[src/hdl/pfm_pkg.sv]
`timescale 1ns / 1ps
`default_nettype none

package pfm_pkg;

  localparam int unsigned CNT_W       = 16;
  localparam int unsigned FLOW_W      = 23;
  localparam int unsigned LOW_W       = 4;
  localparam int unsigned ALARM_W     = 2;
  localparam int unsigned SCALE_W     = 7;
  localparam int unsigned APB_ADDR_W  = 4;
  localparam int unsigned APB_DATA_W  = 32;
  localparam int unsigned IN_TDATA_W  = 8;
  localparam int unsigned OUT_TDATA_W = 32;

  localparam logic [CNT_W-1:0]   CNT_MAX    = 16'hFFFF;
  localparam logic [LOW_W-1:0]   LOW_MAX    = 4'd15;
  localparam logic [SCALE_W-1:0] FLOW_SCALE = 7'd95;

  localparam logic [CNT_W-1:0]  WINDOW_LIMIT_RST = 16'd1000;
  localparam logic [FLOW_W-1:0] LOW_FLOW_RST     = 23'd0;
  localparam logic [LOW_W-1:0]  ALARM_LIMIT_RST  = 4'd2;

  typedef enum logic [1:0] {
    REG_WINDOW_LIMIT = 2'd0,
    REG_LOW_FLOW_A   = 2'd1,
    REG_LOW_FLOW_B   = 2'd2,
    REG_ALARM_LIMIT  = 2'd3
  } reg_idx_e;

  typedef enum logic {
    OP_TICK  = 1'b0,
    OP_PULSE = 1'b1
  } op_e;

  typedef struct packed {
    logic [CNT_W-1:0]  window_limit;
    logic [FLOW_W-1:0] low_flow_limit_a;
    logic [FLOW_W-1:0] low_flow_limit_b;
    logic [LOW_W-1:0]  alarm_window_limit;
  } cfg_t;

  typedef struct packed {
    logic [LOW_W-1:0] low_windows;
    logic [CNT_W-1:0] pulse_count;
  } chan_entry_t;

endpackage

`default_nettype wire

[src/hdl/pfm_cfg_regs.sv]
`timescale 1ns / 1ps
`default_nettype none

module pfm_cfg_regs (
  input  wire logic                             clk_i,
  input  wire logic                             rst_ni,
  input  wire logic                             psel,
  input  wire logic                             penable,
  input  wire logic                             pwrite,
  input  wire logic [pfm_pkg::APB_ADDR_W-1:0]   paddr,
  input  wire logic [pfm_pkg::APB_DATA_W-1:0]   pwdata,
  output logic      [pfm_pkg::APB_DATA_W-1:0]   prdata,
  output pfm_pkg::cfg_t                         cfg_o
);

  pfm_pkg::cfg_t     cfg_q, cfg_d;
  pfm_pkg::reg_idx_e reg_idx;
  logic              wr_en;

  assign reg_idx = pfm_pkg::reg_idx_e'(paddr[3:2]);
  assign wr_en   = psel && penable && pwrite;

  always_comb begin
    cfg_d = cfg_q;
    if (wr_en) begin
      case (reg_idx)
        pfm_pkg::REG_WINDOW_LIMIT: begin
          cfg_d.window_limit = pwdata[pfm_pkg::CNT_W-1:0];
        end
        pfm_pkg::REG_LOW_FLOW_A: begin
          cfg_d.low_flow_limit_a = pwdata[pfm_pkg::FLOW_W-1:0];
        end
        pfm_pkg::REG_LOW_FLOW_B: begin
          cfg_d.low_flow_limit_b = pwdata[pfm_pkg::FLOW_W-1:0];
        end
        pfm_pkg::REG_ALARM_LIMIT: begin
          cfg_d.alarm_window_limit = pwdata[pfm_pkg::LOW_W-1:0];
        end
        default: begin
          cfg_d = cfg_q;
        end
      endcase
    end
  end

  always_ff @(posedge clk_i or negedge rst_ni) begin
    if (!rst_ni) begin
      cfg_q.window_limit       <= pfm_pkg::WINDOW_LIMIT_RST;
      cfg_q.low_flow_limit_a   <= pfm_pkg::LOW_FLOW_RST;
      cfg_q.low_flow_limit_b   <= pfm_pkg::LOW_FLOW_RST;
      cfg_q.alarm_window_limit <= pfm_pkg::ALARM_LIMIT_RST;
    end else begin
      cfg_q <= cfg_d;
    end
  end

  always_comb begin
    case (reg_idx)
      pfm_pkg::REG_WINDOW_LIMIT: prdata = pfm_pkg::APB_DATA_W'(cfg_q.window_limit);
      pfm_pkg::REG_LOW_FLOW_A:   prdata = pfm_pkg::APB_DATA_W'(cfg_q.low_flow_limit_a);
      pfm_pkg::REG_LOW_FLOW_B:   prdata = pfm_pkg::APB_DATA_W'(cfg_q.low_flow_limit_b);
      pfm_pkg::REG_ALARM_LIMIT:  prdata = pfm_pkg::APB_DATA_W'(cfg_q.alarm_window_limit);
      default:                   prdata = '0;
    endcase
  end

  assign cfg_o = cfg_q;

endmodule

`default_nettype wire

[src/hdl/pulse_flow_meter_low_flow_alarm_top.sv]
// Two-channel pulse flow meter with latched low-flow alarm.
// Input stream: one beat per event. tuser = op (0 tick, 1 sensor pulse);
// tdata carries the pulse channel and that channel's interlock key level.
// Output stream: exactly one beat per input beat, in order. tuser = flow_valid,
// set when the pulse closed a window; tdata carries channel, reading
// (pulse count * 95), latched alarm bits and the laser-off request.
// Each beat is registered in the work stage, then the output register; one beat
// per cycle while the output is not stalled, set by the per-channel read-modify-write
// of the state memory (registered read, write-back from the work stage, forwarded
// to a following read). Window tick counters sit in flops since a tick updates
// every channel. Reset clears all counters and alarms at once (per-entry valid
// bits, no clearing pass) and loads register defaults. Registers are to be written
// over APB while the stream is idle; the block does not enforce it. A low m_axis_tready
// holds the output register; s_axis_tready drops once the work stage is full.
`timescale 1ns / 1ps
`default_nettype none

module pulse_flow_meter_low_flow_alarm_top #(
  parameter int unsigned NUM_CHANNELS = 2
) (
  input  wire logic                              clk_i,
  input  wire logic                              rst_ni,
  input  wire logic                              psel,
  input  wire logic                              penable,
  input  wire logic                              pwrite,
  input  wire logic [pfm_pkg::APB_ADDR_W-1:0]    paddr,
  input  wire logic [pfm_pkg::APB_DATA_W-1:0]    pwdata,
  output logic      [pfm_pkg::APB_DATA_W-1:0]    prdata,
  output logic                                   pready,
  input  wire logic                              s_axis_tvalid,
  output logic                                   s_axis_tready,
  // [0] channel, [1] interlock_enable, zero fill above
  input  wire logic [pfm_pkg::IN_TDATA_W-1:0]    s_axis_tdata,
  // [0] op
  input  wire logic                              s_axis_tuser,
  output logic                                   m_axis_tvalid,
  input  wire logic                              m_axis_tready,
  // [0] flow_channel, [23:1] flow_value, [25:24] alarm_bits, [26] laser_off
  output logic      [pfm_pkg::OUT_TDATA_W-1:0]   m_axis_tdata,
  // [0] flow_valid
  output logic                                   m_axis_tuser
);

  localparam int unsigned CH_W = (NUM_CHANNELS > 1) ? $clog2(NUM_CHANNELS) : 1;
  localparam logic [1:0]  NUM_CH_L = 2'(NUM_CHANNELS);

  pfm_pkg::cfg_t cfg;

  pfm_cfg_regs u_cfg (
    .clk_i   (clk_i),
    .rst_ni  (rst_ni),
    .psel    (psel),
    .penable (penable),
    .pwrite  (pwrite),
    .paddr   (paddr),
    .pwdata  (pwdata),
    .prdata  (prdata),
    .cfg_o   (cfg)
  );

  assign pready = 1'b1;

  // handshake
  logic in_fire, out_ready, s1_fire;
  logic s1_valid_q, s1_valid_d;
  logic m_valid_q, m_valid_d;

  assign out_ready     = !m_valid_q || m_axis_tready;
  assign s1_fire       = s1_valid_q && out_ready;
  assign s_axis_tready = !s1_valid_q || out_ready;
  assign in_fire       = s_axis_tvalid && s_axis_tready;

  // input decode
  logic            in_ch, in_range;
  logic [CH_W-1:0] rd_addr;

  assign in_ch    = s_axis_tdata[0];
  assign in_range = ({1'b0, in_ch} < NUM_CH_L);
  assign rd_addr  = in_range ? CH_W'(in_ch) : '0;

  // work stage item
  pfm_pkg::op_e s1_op_q;
  logic         s1_ch_q, s1_key_q, s1_range_q;

  // state memory
  pfm_pkg::chan_entry_t mem [NUM_CHANNELS];
  pfm_pkg::chan_entry_t rd_data_q, fwd_data_q, wr_data, cur;
  logic [NUM_CHANNELS-1:0] ent_vld_q, ent_vld_d;
  logic                    rd_vld_q, fwd_hit_q, wr_en;
  logic [CH_W-1:0]         wr_addr;

  always_ff @(posedge clk_i) begin
    if (wr_en) begin
      mem[wr_addr] <= wr_data;
    end
    if (in_fire) begin
      rd_data_q <= mem[rd_addr];
    end
  end

  always_ff @(posedge clk_i or negedge rst_ni) begin
    if (!rst_ni) begin
      ent_vld_q <= '0;
      rd_vld_q  <= 1'b0;
      fwd_hit_q <= 1'b0;
    end else begin
      ent_vld_q <= ent_vld_d;
      if (in_fire) begin
        rd_vld_q  <= ent_vld_q[rd_addr];
        fwd_hit_q <= wr_en && (wr_addr == rd_addr);
      end
    end
  end

  always_ff @(posedge clk_i) begin
    if (in_fire) begin
      fwd_data_q <= wr_data;
      s1_op_q    <= pfm_pkg::op_e'(s_axis_tuser);
      s1_ch_q    <= in_ch;
      s1_key_q   <= s_axis_tdata[1];
      s1_range_q <= in_range;
    end
  end

  always_comb begin
    ent_vld_d = ent_vld_q;
    if (wr_en) begin
      ent_vld_d[wr_addr] = 1'b1;
    end
  end

  assign cur = fwd_hit_q ? fwd_data_q : (rd_vld_q ? rd_data_q : '0);

  // update
  logic [pfm_pkg::CNT_W-1:0] win_ticks_q [NUM_CHANNELS];
  logic [pfm_pkg::CNT_W-1:0] win_ticks_d [NUM_CHANNELS];
  logic [pfm_pkg::ALARM_W-1:0] alarm_q, alarm_d;
  logic                        laser_q, laser_d;

  logic [CH_W-1:0]            ch_idx;
  logic                       pulse, close, is_low, alarm_hit;
  logic [pfm_pkg::CNT_W-1:0]  cnt_inc;
  logic [pfm_pkg::LOW_W-1:0]  low_inc;
  logic [pfm_pkg::FLOW_W-1:0] flow, limit;

  always_comb begin
    ch_idx    = s1_range_q ? CH_W'(s1_ch_q) : '0;
    pulse     = (s1_op_q == pfm_pkg::OP_PULSE) && s1_range_q;
    cnt_inc   = (cur.pulse_count < pfm_pkg::CNT_MAX) ? cur.pulse_count + 1'b1
                                                     : cur.pulse_count;
    close     = pulse && (win_ticks_q[ch_idx] > cfg.window_limit);
    flow      = pfm_pkg::FLOW_W'(cnt_inc) * pfm_pkg::FLOW_W'(pfm_pkg::FLOW_SCALE);
    limit     = s1_ch_q ? cfg.low_flow_limit_b : cfg.low_flow_limit_a;
    is_low    = (flow <= limit);
    low_inc   = (cur.low_windows < pfm_pkg::LOW_MAX) ? cur.low_windows + 1'b1
                                                     : cur.low_windows;
    alarm_hit = close && is_low && (low_inc > cfg.alarm_window_limit) && s1_key_q;

    wr_en   = s1_fire && pulse;
    wr_addr = ch_idx;
    wr_data.pulse_count = close ? '0 : cnt_inc;
    wr_data.low_windows = close ? (is_low ? low_inc : '0) : cur.low_windows;

    alarm_d = alarm_q;
    laser_d = laser_q;
    if (s1_fire && alarm_hit) begin
      alarm_d = alarm_q | (pfm_pkg::ALARM_W'(1) << s1_ch_q);
      laser_d = 1'b1;
    end
  end

  always_comb begin
    for (int i = 0; i < int'(NUM_CHANNELS); i++) begin
      win_ticks_d[i] = win_ticks_q[i];
      if (s1_fire) begin
        if (s1_op_q == pfm_pkg::OP_TICK) begin
          if (win_ticks_q[i] < pfm_pkg::CNT_MAX) begin
            win_ticks_d[i] = win_ticks_q[i] + 1'b1;
          end
        end else if (close && (i == int'(ch_idx))) begin
          win_ticks_d[i] = '0;
        end
      end
    end
  end

  always_comb begin
    s1_valid_d = s1_valid_q;
    if (in_fire) begin
      s1_valid_d = 1'b1;
    end else if (s1_fire) begin
      s1_valid_d = 1'b0;
    end
    m_valid_d = m_valid_q;
    if (s1_fire) begin
      m_valid_d = 1'b1;
    end else if (m_axis_tready) begin
      m_valid_d = 1'b0;
    end
  end

  always_ff @(posedge clk_i or negedge rst_ni) begin
    if (!rst_ni) begin
      s1_valid_q <= 1'b0;
      m_valid_q  <= 1'b0;
      alarm_q    <= '0;
      laser_q    <= 1'b0;
      for (int i = 0; i < int'(NUM_CHANNELS); i++) begin
        win_ticks_q[i] <= '0;
      end
    end else begin
      s1_valid_q <= s1_valid_d;
      m_valid_q  <= m_valid_d;
      alarm_q    <= alarm_d;
      laser_q    <= laser_d;
      for (int i = 0; i < int'(NUM_CHANNELS); i++) begin
        win_ticks_q[i] <= win_ticks_d[i];
      end
    end
  end

  // output register
  logic [pfm_pkg::OUT_TDATA_W-1:0] m_tdata_q;
  logic                            m_tuser_q;

  always_ff @(posedge clk_i) begin
    if (s1_fire) begin
      m_tuser_q <= close;
      m_tdata_q <= {5'b0, laser_d, alarm_d, (close ? flow : '0),
                    (s1_op_q == pfm_pkg::OP_PULSE) ? s1_ch_q : 1'b0};
    end
  end

  assign m_axis_tvalid = m_valid_q;
  assign m_axis_tdata  = m_tdata_q;
  assign m_axis_tuser  = m_tuser_q;

endmodule

`default_nettype wire

[config.mk]
export PLATFORM = sky130hd
export DESIGN_NAME = pulse_flow_meter_low_flow_alarm_top
export DESIGN_NICKNAME = d
export VERILOG_FILES = /design/src/hdl/pfm_pkg.sv /design/src/hdl/pfm_cfg_regs.sv /design/src/hdl/pulse_flow_meter_low_flow_alarm_top.sv
export SDC_FILE = /design/constraint.sdc
export NUM_CORES = 1
export LEC_CHECK = 0
export BUFFER_PORTS_ARGS = -buffer_cell sky130_fd_sc_hd__buf_2
export CAP_MARGIN = 15
export CORE_ASPECT_RATIO = 1.25
export CORE_MARGIN = 2
export CORE_UTILIZATION = 61
export CTS_CLUSTER_DIAMETER = 80
export DETAILED_ROUTE_END_ITERATION = 7
export PLACE_DENSITY = 0.9
export SLEW_MARGIN = 20
export SYNTH_ARGS = -nofsm -noshare
export SYNTH_HDL_FRONTEND = slang
export SYNTH_SLANG_ARGS = --single-unit
[constraint.sdc]
create_clock -name clk_i -period 10.4 [get_ports clk_i]
set_clock_uncertainty 0.15 [all_clocks]
set_input_delay 1.56 -clock clk_i [delete_from_list [all_inputs] [get_ports clk_i]]
set_output_delay 1.56 -clock clk_i [all_outputs]
set_load 0.01 [all_outputs]
==> Yosys cells after proc, flatten, opt, wreduce, memory -nomap -nowiden <==
Memory sizes are Yosys's and may differ from the RTL's. A register that Yosys moved wholly into a read port is not among the register bits.
Index checks and enable logic that the tools add are counted.
{ "op_classes": {"mul": 1, "n_reduce_logical": 29, "order_cmp": 11, "bitwise": 4, "add_sub_neg": 4, "eq_ne": 6, "shifts": 1, "mux": 30} }
{ "ops": {"columns": ["op", "count"], "rows": [
  ["$mux 16", 11],
  ["$pmux 32 s4", 1],
  ["$add 16x1->16 const B", 3],
  ["$lt 16x16->1 const B", 3],
  ["$mux 20", 2],
  ["$le 23x23->1", 1],
  ["$mul 16x7->23 const B", 1],
  ["$mux 23", 1],
  ["$gt 16x16->1", 1],
  ["$logic_and 1x1->1", 14],
  ["$mux 4", 3],
  ["$mux 1", 10],
  ["$reduce_and 2->1", 4],
  ["$reduce_bool 2->1", 4],
  ["$reduce_and 3->1", 2],
  ["$add 4x1->4 const B", 1],
  ["$eq 2x2->1 const B", 2],
  ["$gt 4x4->1", 1],
  ["$lt 1x2->1 const B", 2],
  ["$lt 4x4->1 const B", 1],
  ["$ne 2x1->1 const B", 2],
  ["$or 2x2->2", 2],
  ["$eq 2x1->1 const B", 1],
  ["$ge 2x2->1 const B", 1],
  ["10 further kinds", 12]
]} }
{ "totals": {"memories": 1, "out_inout_bits": 68, "elab_cells": 109, "input_bits": 52, "mem_bits_rw": 40, "regBits": 158} }
{ "memory_table": {"columns": ["name", "words", "width", "read_ports", "rd_ports_with_merged_regs", "wr", "line", "rtl"], "rows": [
  ["mem", 2, 20, 1, 1, 1, "pulse_flow_meter_low_flow_alarm_top.sv:86", "pfm_pkg::chan_entry_t mem [NUM_CHANNELS];"]
]} }

==> Depth between registers and ports, before layout <==
{ "logic_depth": {"ltp_word": 11, "depth_mapped": 36, "ltp_nobuf": 33} }

==> Cells and area by module <==
A second synthesis with hierarchy kept.
{ "hier_totals": {"cells_unflattened": 1262, "hier_area_um2": 14208.6} }
{ "modules_own_cells": {"columns": ["module", "cells_per_inst", "area_per_inst_um2", "n_inst", "seq_area_each_um2"], "rows": [
  ["pulse_flow_meter_low_flow_alarm_top", 1051, 11113.2, 1, 4359.2],
  ["pfm_cfg_regs", 211, 3095.5, 1, 1660.3]
]} }

==> Worst setup path before layout <==
Ideal clock, no wire load.
{ "synth_path": {"kind": "register -> register", "from": "register fwd_hit_q", "to": "register fwd_data_q[16] (netlist bit) (data pin)", "n_path_buf": 4, "stages_incl_launch_ff": 34, "slack_ns": 2.835, "t_arrival_ns": 7.247, "setup_time_ns": 0.168, "synth_period_minus_slack_ns": 7.565, "required_ns": 10.082, "path_cell_list": "dfrtp_1 buf_6 buf_4 buf_4 clkbuf_1 o21ai_0 ha_1 nand4b_2 nor2_4 nor3_1 xor2_1 inv_1 ha_1 xnor2_1 fa_1 fa_1 inv_1 fa_1 inv_1 ha_1 a21o_1 a21o_1 a21oi_1 o211ai_1 o21ai_0 xnor2_1 ha_1 nand4_1 nor3_1 nand2_1 o32a_1 nand2_1 a41oi_1 a21oi_1"} }
{ "synth_rtl": {"columns": ["item", "line", "rtl"], "rows": [
  ["start: declaration", "pulse_flow_meter_low_flow_alarm_top.sv:89", "logic rd_vld_q, fwd_hit_q, wr_en;"],
  ["start signal: assignment", "pulse_flow_meter_low_flow_alarm_top.sv:110", "fwd_hit_q <= wr_en && (wr_addr == rd_addr);"],
  ["end signal: assignment", "pulse_flow_meter_low_flow_alarm_top.sv:117", "fwd_data_q <= wr_data;"],
  ["end: declaration", "pulse_flow_meter_low_flow_alarm_top.sv:87", "pfm_pkg::chan_entry_t rd_data_q, fwd_data_q, wr_data, cur;"]
]} }

==> flow_summary_export.csv <==
group,metric,value,unit
outcome,status,"complete, no violations",
die,die_area,0.0245,mm^2
finish,antennaDiodeCount,0,
sta,fin_crit_sh,0.890,
worst_setup_path,cp-start-kind,"flop",
job,drv_cap,0,
sta,slew_viol_final,0,
finish,layout.nets,1557,
worst_setup_path,path_class,"flop to flop",
placed_design,hpwl,23.2,mm
routing,vias,10100,
die,initial_core_util,0.619,
min_path,hold_class,"flop to flop",
routing,vias_per_cell,6.10,
logic_synthesis,post-synth-top-count-cell,"inv_1",
worst_setup_path,worstPathMaxFanout,18,
clock_network,cts_hold_buffers,0,
finish,area_growth,9.82,%
logic_synthesis,ys_warn_count,0,
logic_synthesis,synth_top_area_frac,0.235,
power,power_density,348,mW/mm^2
clock_network,path_clk_slew,60,ps
logic_synthesis,ys.flop_type,"edfxtp_1",
sta,max-slew-margin-rel,0.424,
clock_network,cts_tree,"built",
global_routing,globalRouteOverflowTotal,0,
global_routing,grt_usage,0.275,
routing,drc,0,
finish,layout-drive-gt1-share,0.201,
logic_synthesis,synthDistinctLibCells,79,
sta,fin_crit,9260,ps
sta,hold_viol,0,
clock_network,ctsRootBufferMaster,"clkbuf_16",
global_routing,grt_pass1_vias,10600,
placed_design,place.gp.congestion,0.922,
die,die_h,174,um
logic_synthesis,async_flop_share,0.491,
routing,ant_nets,0,
die,core_area,0.0229,mm^2
power,ir_worst_vdd,244,uV
global_routing,grt_pass1_wl,53.6,mm
global_routing,grt_max_degree,63,
routing,drtPass1Iterations,5,
clock_network,cts_setup_buffers,0,
routing,wl_per_cell,20.0,um
logic_synthesis,yosysSeqAreaShare,0.425,
worst_setup_path,slowest_stage,"dfrtp_1",
clock_network,clk_latency,530,ps
power,p_total,5410,uW
worst_setup_path,crit_arrival,9460,ps
sta,finalSetupViolCount,0,
logic_synthesis,synth-edff-count,111,
worst_setup_path,end_kind,"flop",
logic_synthesis,syn_inst,1276,
die,row_count,62,
placed_design,port_buffers,87,
finish,fillers,1526,
clock_network,htree_levels,1,
sta,max_freq,0.108,GHz
worst_setup_path,crit_required,10600,ps
global_routing,antenna_found_initial,1,
sta,tightest_slew,863,ps
die,ios,120,
logic_synthesis,synthesis.area,0.0142,mm^2
clock_network,cts_resized,0,
die,die_w,140,um
clock_network,clockBufferDepth,3,
logic_synthesis,synth_seq_cells,218,
placed_design,place_inst,1617,
finish,fin_util,0.680,
logic_synthesis,yosysTopAreaCell,"edfxtp_1",
finish,finalNonFillerCells,1659,
routing,drt_iter0_drc,596,
logic_synthesis,netlist_top_cells_count,"127 x inv_1, 111 x edfxtp_1, 104 x ha_1",
clock_network,numCtsBuffers,23,
sta,tns,0,ps
logic_synthesis,synth_area_per_cell,11.1,um^2
worst_setup_path,cpPeakStageDelay,780,ps
sta,grt_setup_unrepaired,"no",
worst_setup_path,cp_num_buf_inv,5,
routing,wl,33.1,mm
power,cellLeakagePower,0.00714,uW
logic_synthesis,synthTopCellsByArea,"edfxtp_1 24%, dfrtp_1 18%, ha_1 9.2%",
worst_setup_path,regToRegSetupSlack,1140,ps
worst_setup_path,crit_family,"adder cells",
clock_network,clock-sinks,218,
## cells by family after synthesis
logic type,Yosys count,synth area share
muxes,133,0.105
adders and majority gates,151,0.158
and+or+nand+nor,330,0.121
xor gates and xnor gates,56,0.0368
buffers and inverters,191,0.0581
DFF,218,0.425
AOI/OAI and AO/OA,195,0.0948
other,2,0.000530
## worst reg2reg max path, delay by kind of cell (launching register included)
| family | cells | cell delay, ps |
|---|---|---|
| fa+ha+maj | 7 | 2880 |
| compound gates | 9 | 1770 |
| simple gates | 8 | 1720 |
| xor+xnor | 3 | 1140 |
| flops | 1 | 780 |
| buf+inv | 5 | 630 |
## per-layer routing
metal  wire length [um]  track usage  vias to the layer above
met1              12300        0.317                     4954
li1                   -            -                     4635
met5                 13            0                        -
met3               1960       0.0388                      128
met4               2070        0.160                        2
met2              16800        0.486                      399
## power by group
group	internal, uW	switching [uW]	total (uW)
sequential	1050	90.4	1140
clock	470	356	826
combinational	1360	2080	3440
total	2880	2530	5410
## final timing paths
path | from | end | cells past startpoint
max | rd_vld_q$_DFFE_PN0P_ | fwd_data_q[16]$_DFFE_PP_ | 32
min | laser_q$_DFF_PN0_ | laser_q$_DFF_PN0_ | 1
max reg2reg | rd_vld_q$_DFFE_PN0P_ | fwd_data_q[16]$_DFFE_PP_ | 32
min reg2reg | laser_q$_DFF_PN0_ | laser_q$_DFF_PN0_ | 1
max in group asynchronous | rst_ni | fwd_hit_q$_DFFE_PN0P_ | 2
min in group asynchronous | rst_ni | u_cfg.cfg_o[45]$_DFFE_PN0P_ | 1
## layout by cell type, fill, tap and decap left out, types with 27 or more instances in the layout
cell type    n
a21oi_1     49
and2_1      27
buf_2       86
dfrtp_1    100
edfxtp_1   111
fa_1        47
ha_1       104
inv_1      126
mux2_2      89
mux2i_1     40
nand2_1     93
nand3_1     38
nor2_1      58
o21ai_0     53
xnor2_1     27
## final cells by class
class,count,area [um^2],share of cell area
multi-input combinational,880,7380,0.475
sequential,218,6020,0.387
clock buffer,34,698,0.0449
timing repair buffer,101,543,0.0349
inverter,130,488,0.0314
tap,288,360,0.0232
clock inverter,8,61.3,0.00394
## registers in the layout, indices dropped and copies added, names as in the netlist
signal / flops
u_cfg.cfg_o: 66
mem: 40
win_ticks_q: 32
m_axis_tdata: 27
fwd_data_q: 20
rd_data_q: 20
alarm_q: 2
ent_vld_q: 2
fwd_hit_q: 1
laser_q: 1
m_axis_tuser: 1
m_axis_tvalid: 1
rd_vld_q: 1
s1_ch_q: 1
s1_key_q: 1
s1_op_q: 1
s1_valid_q: 1
## per-stage QoR
step	hold WS, ps	instance area (um^2)	worst slack [ps]
2_1_floorplan	269	14200	2830
3_3_place_gp	286	14800	1620
3_5_place_dp	297	14800	1410
4_1_cts	311	15600	1170
5_1_grt	332	15600	633
6_report	311	15600	1140
Note: power is estimated with default switching activity, not from simulation.
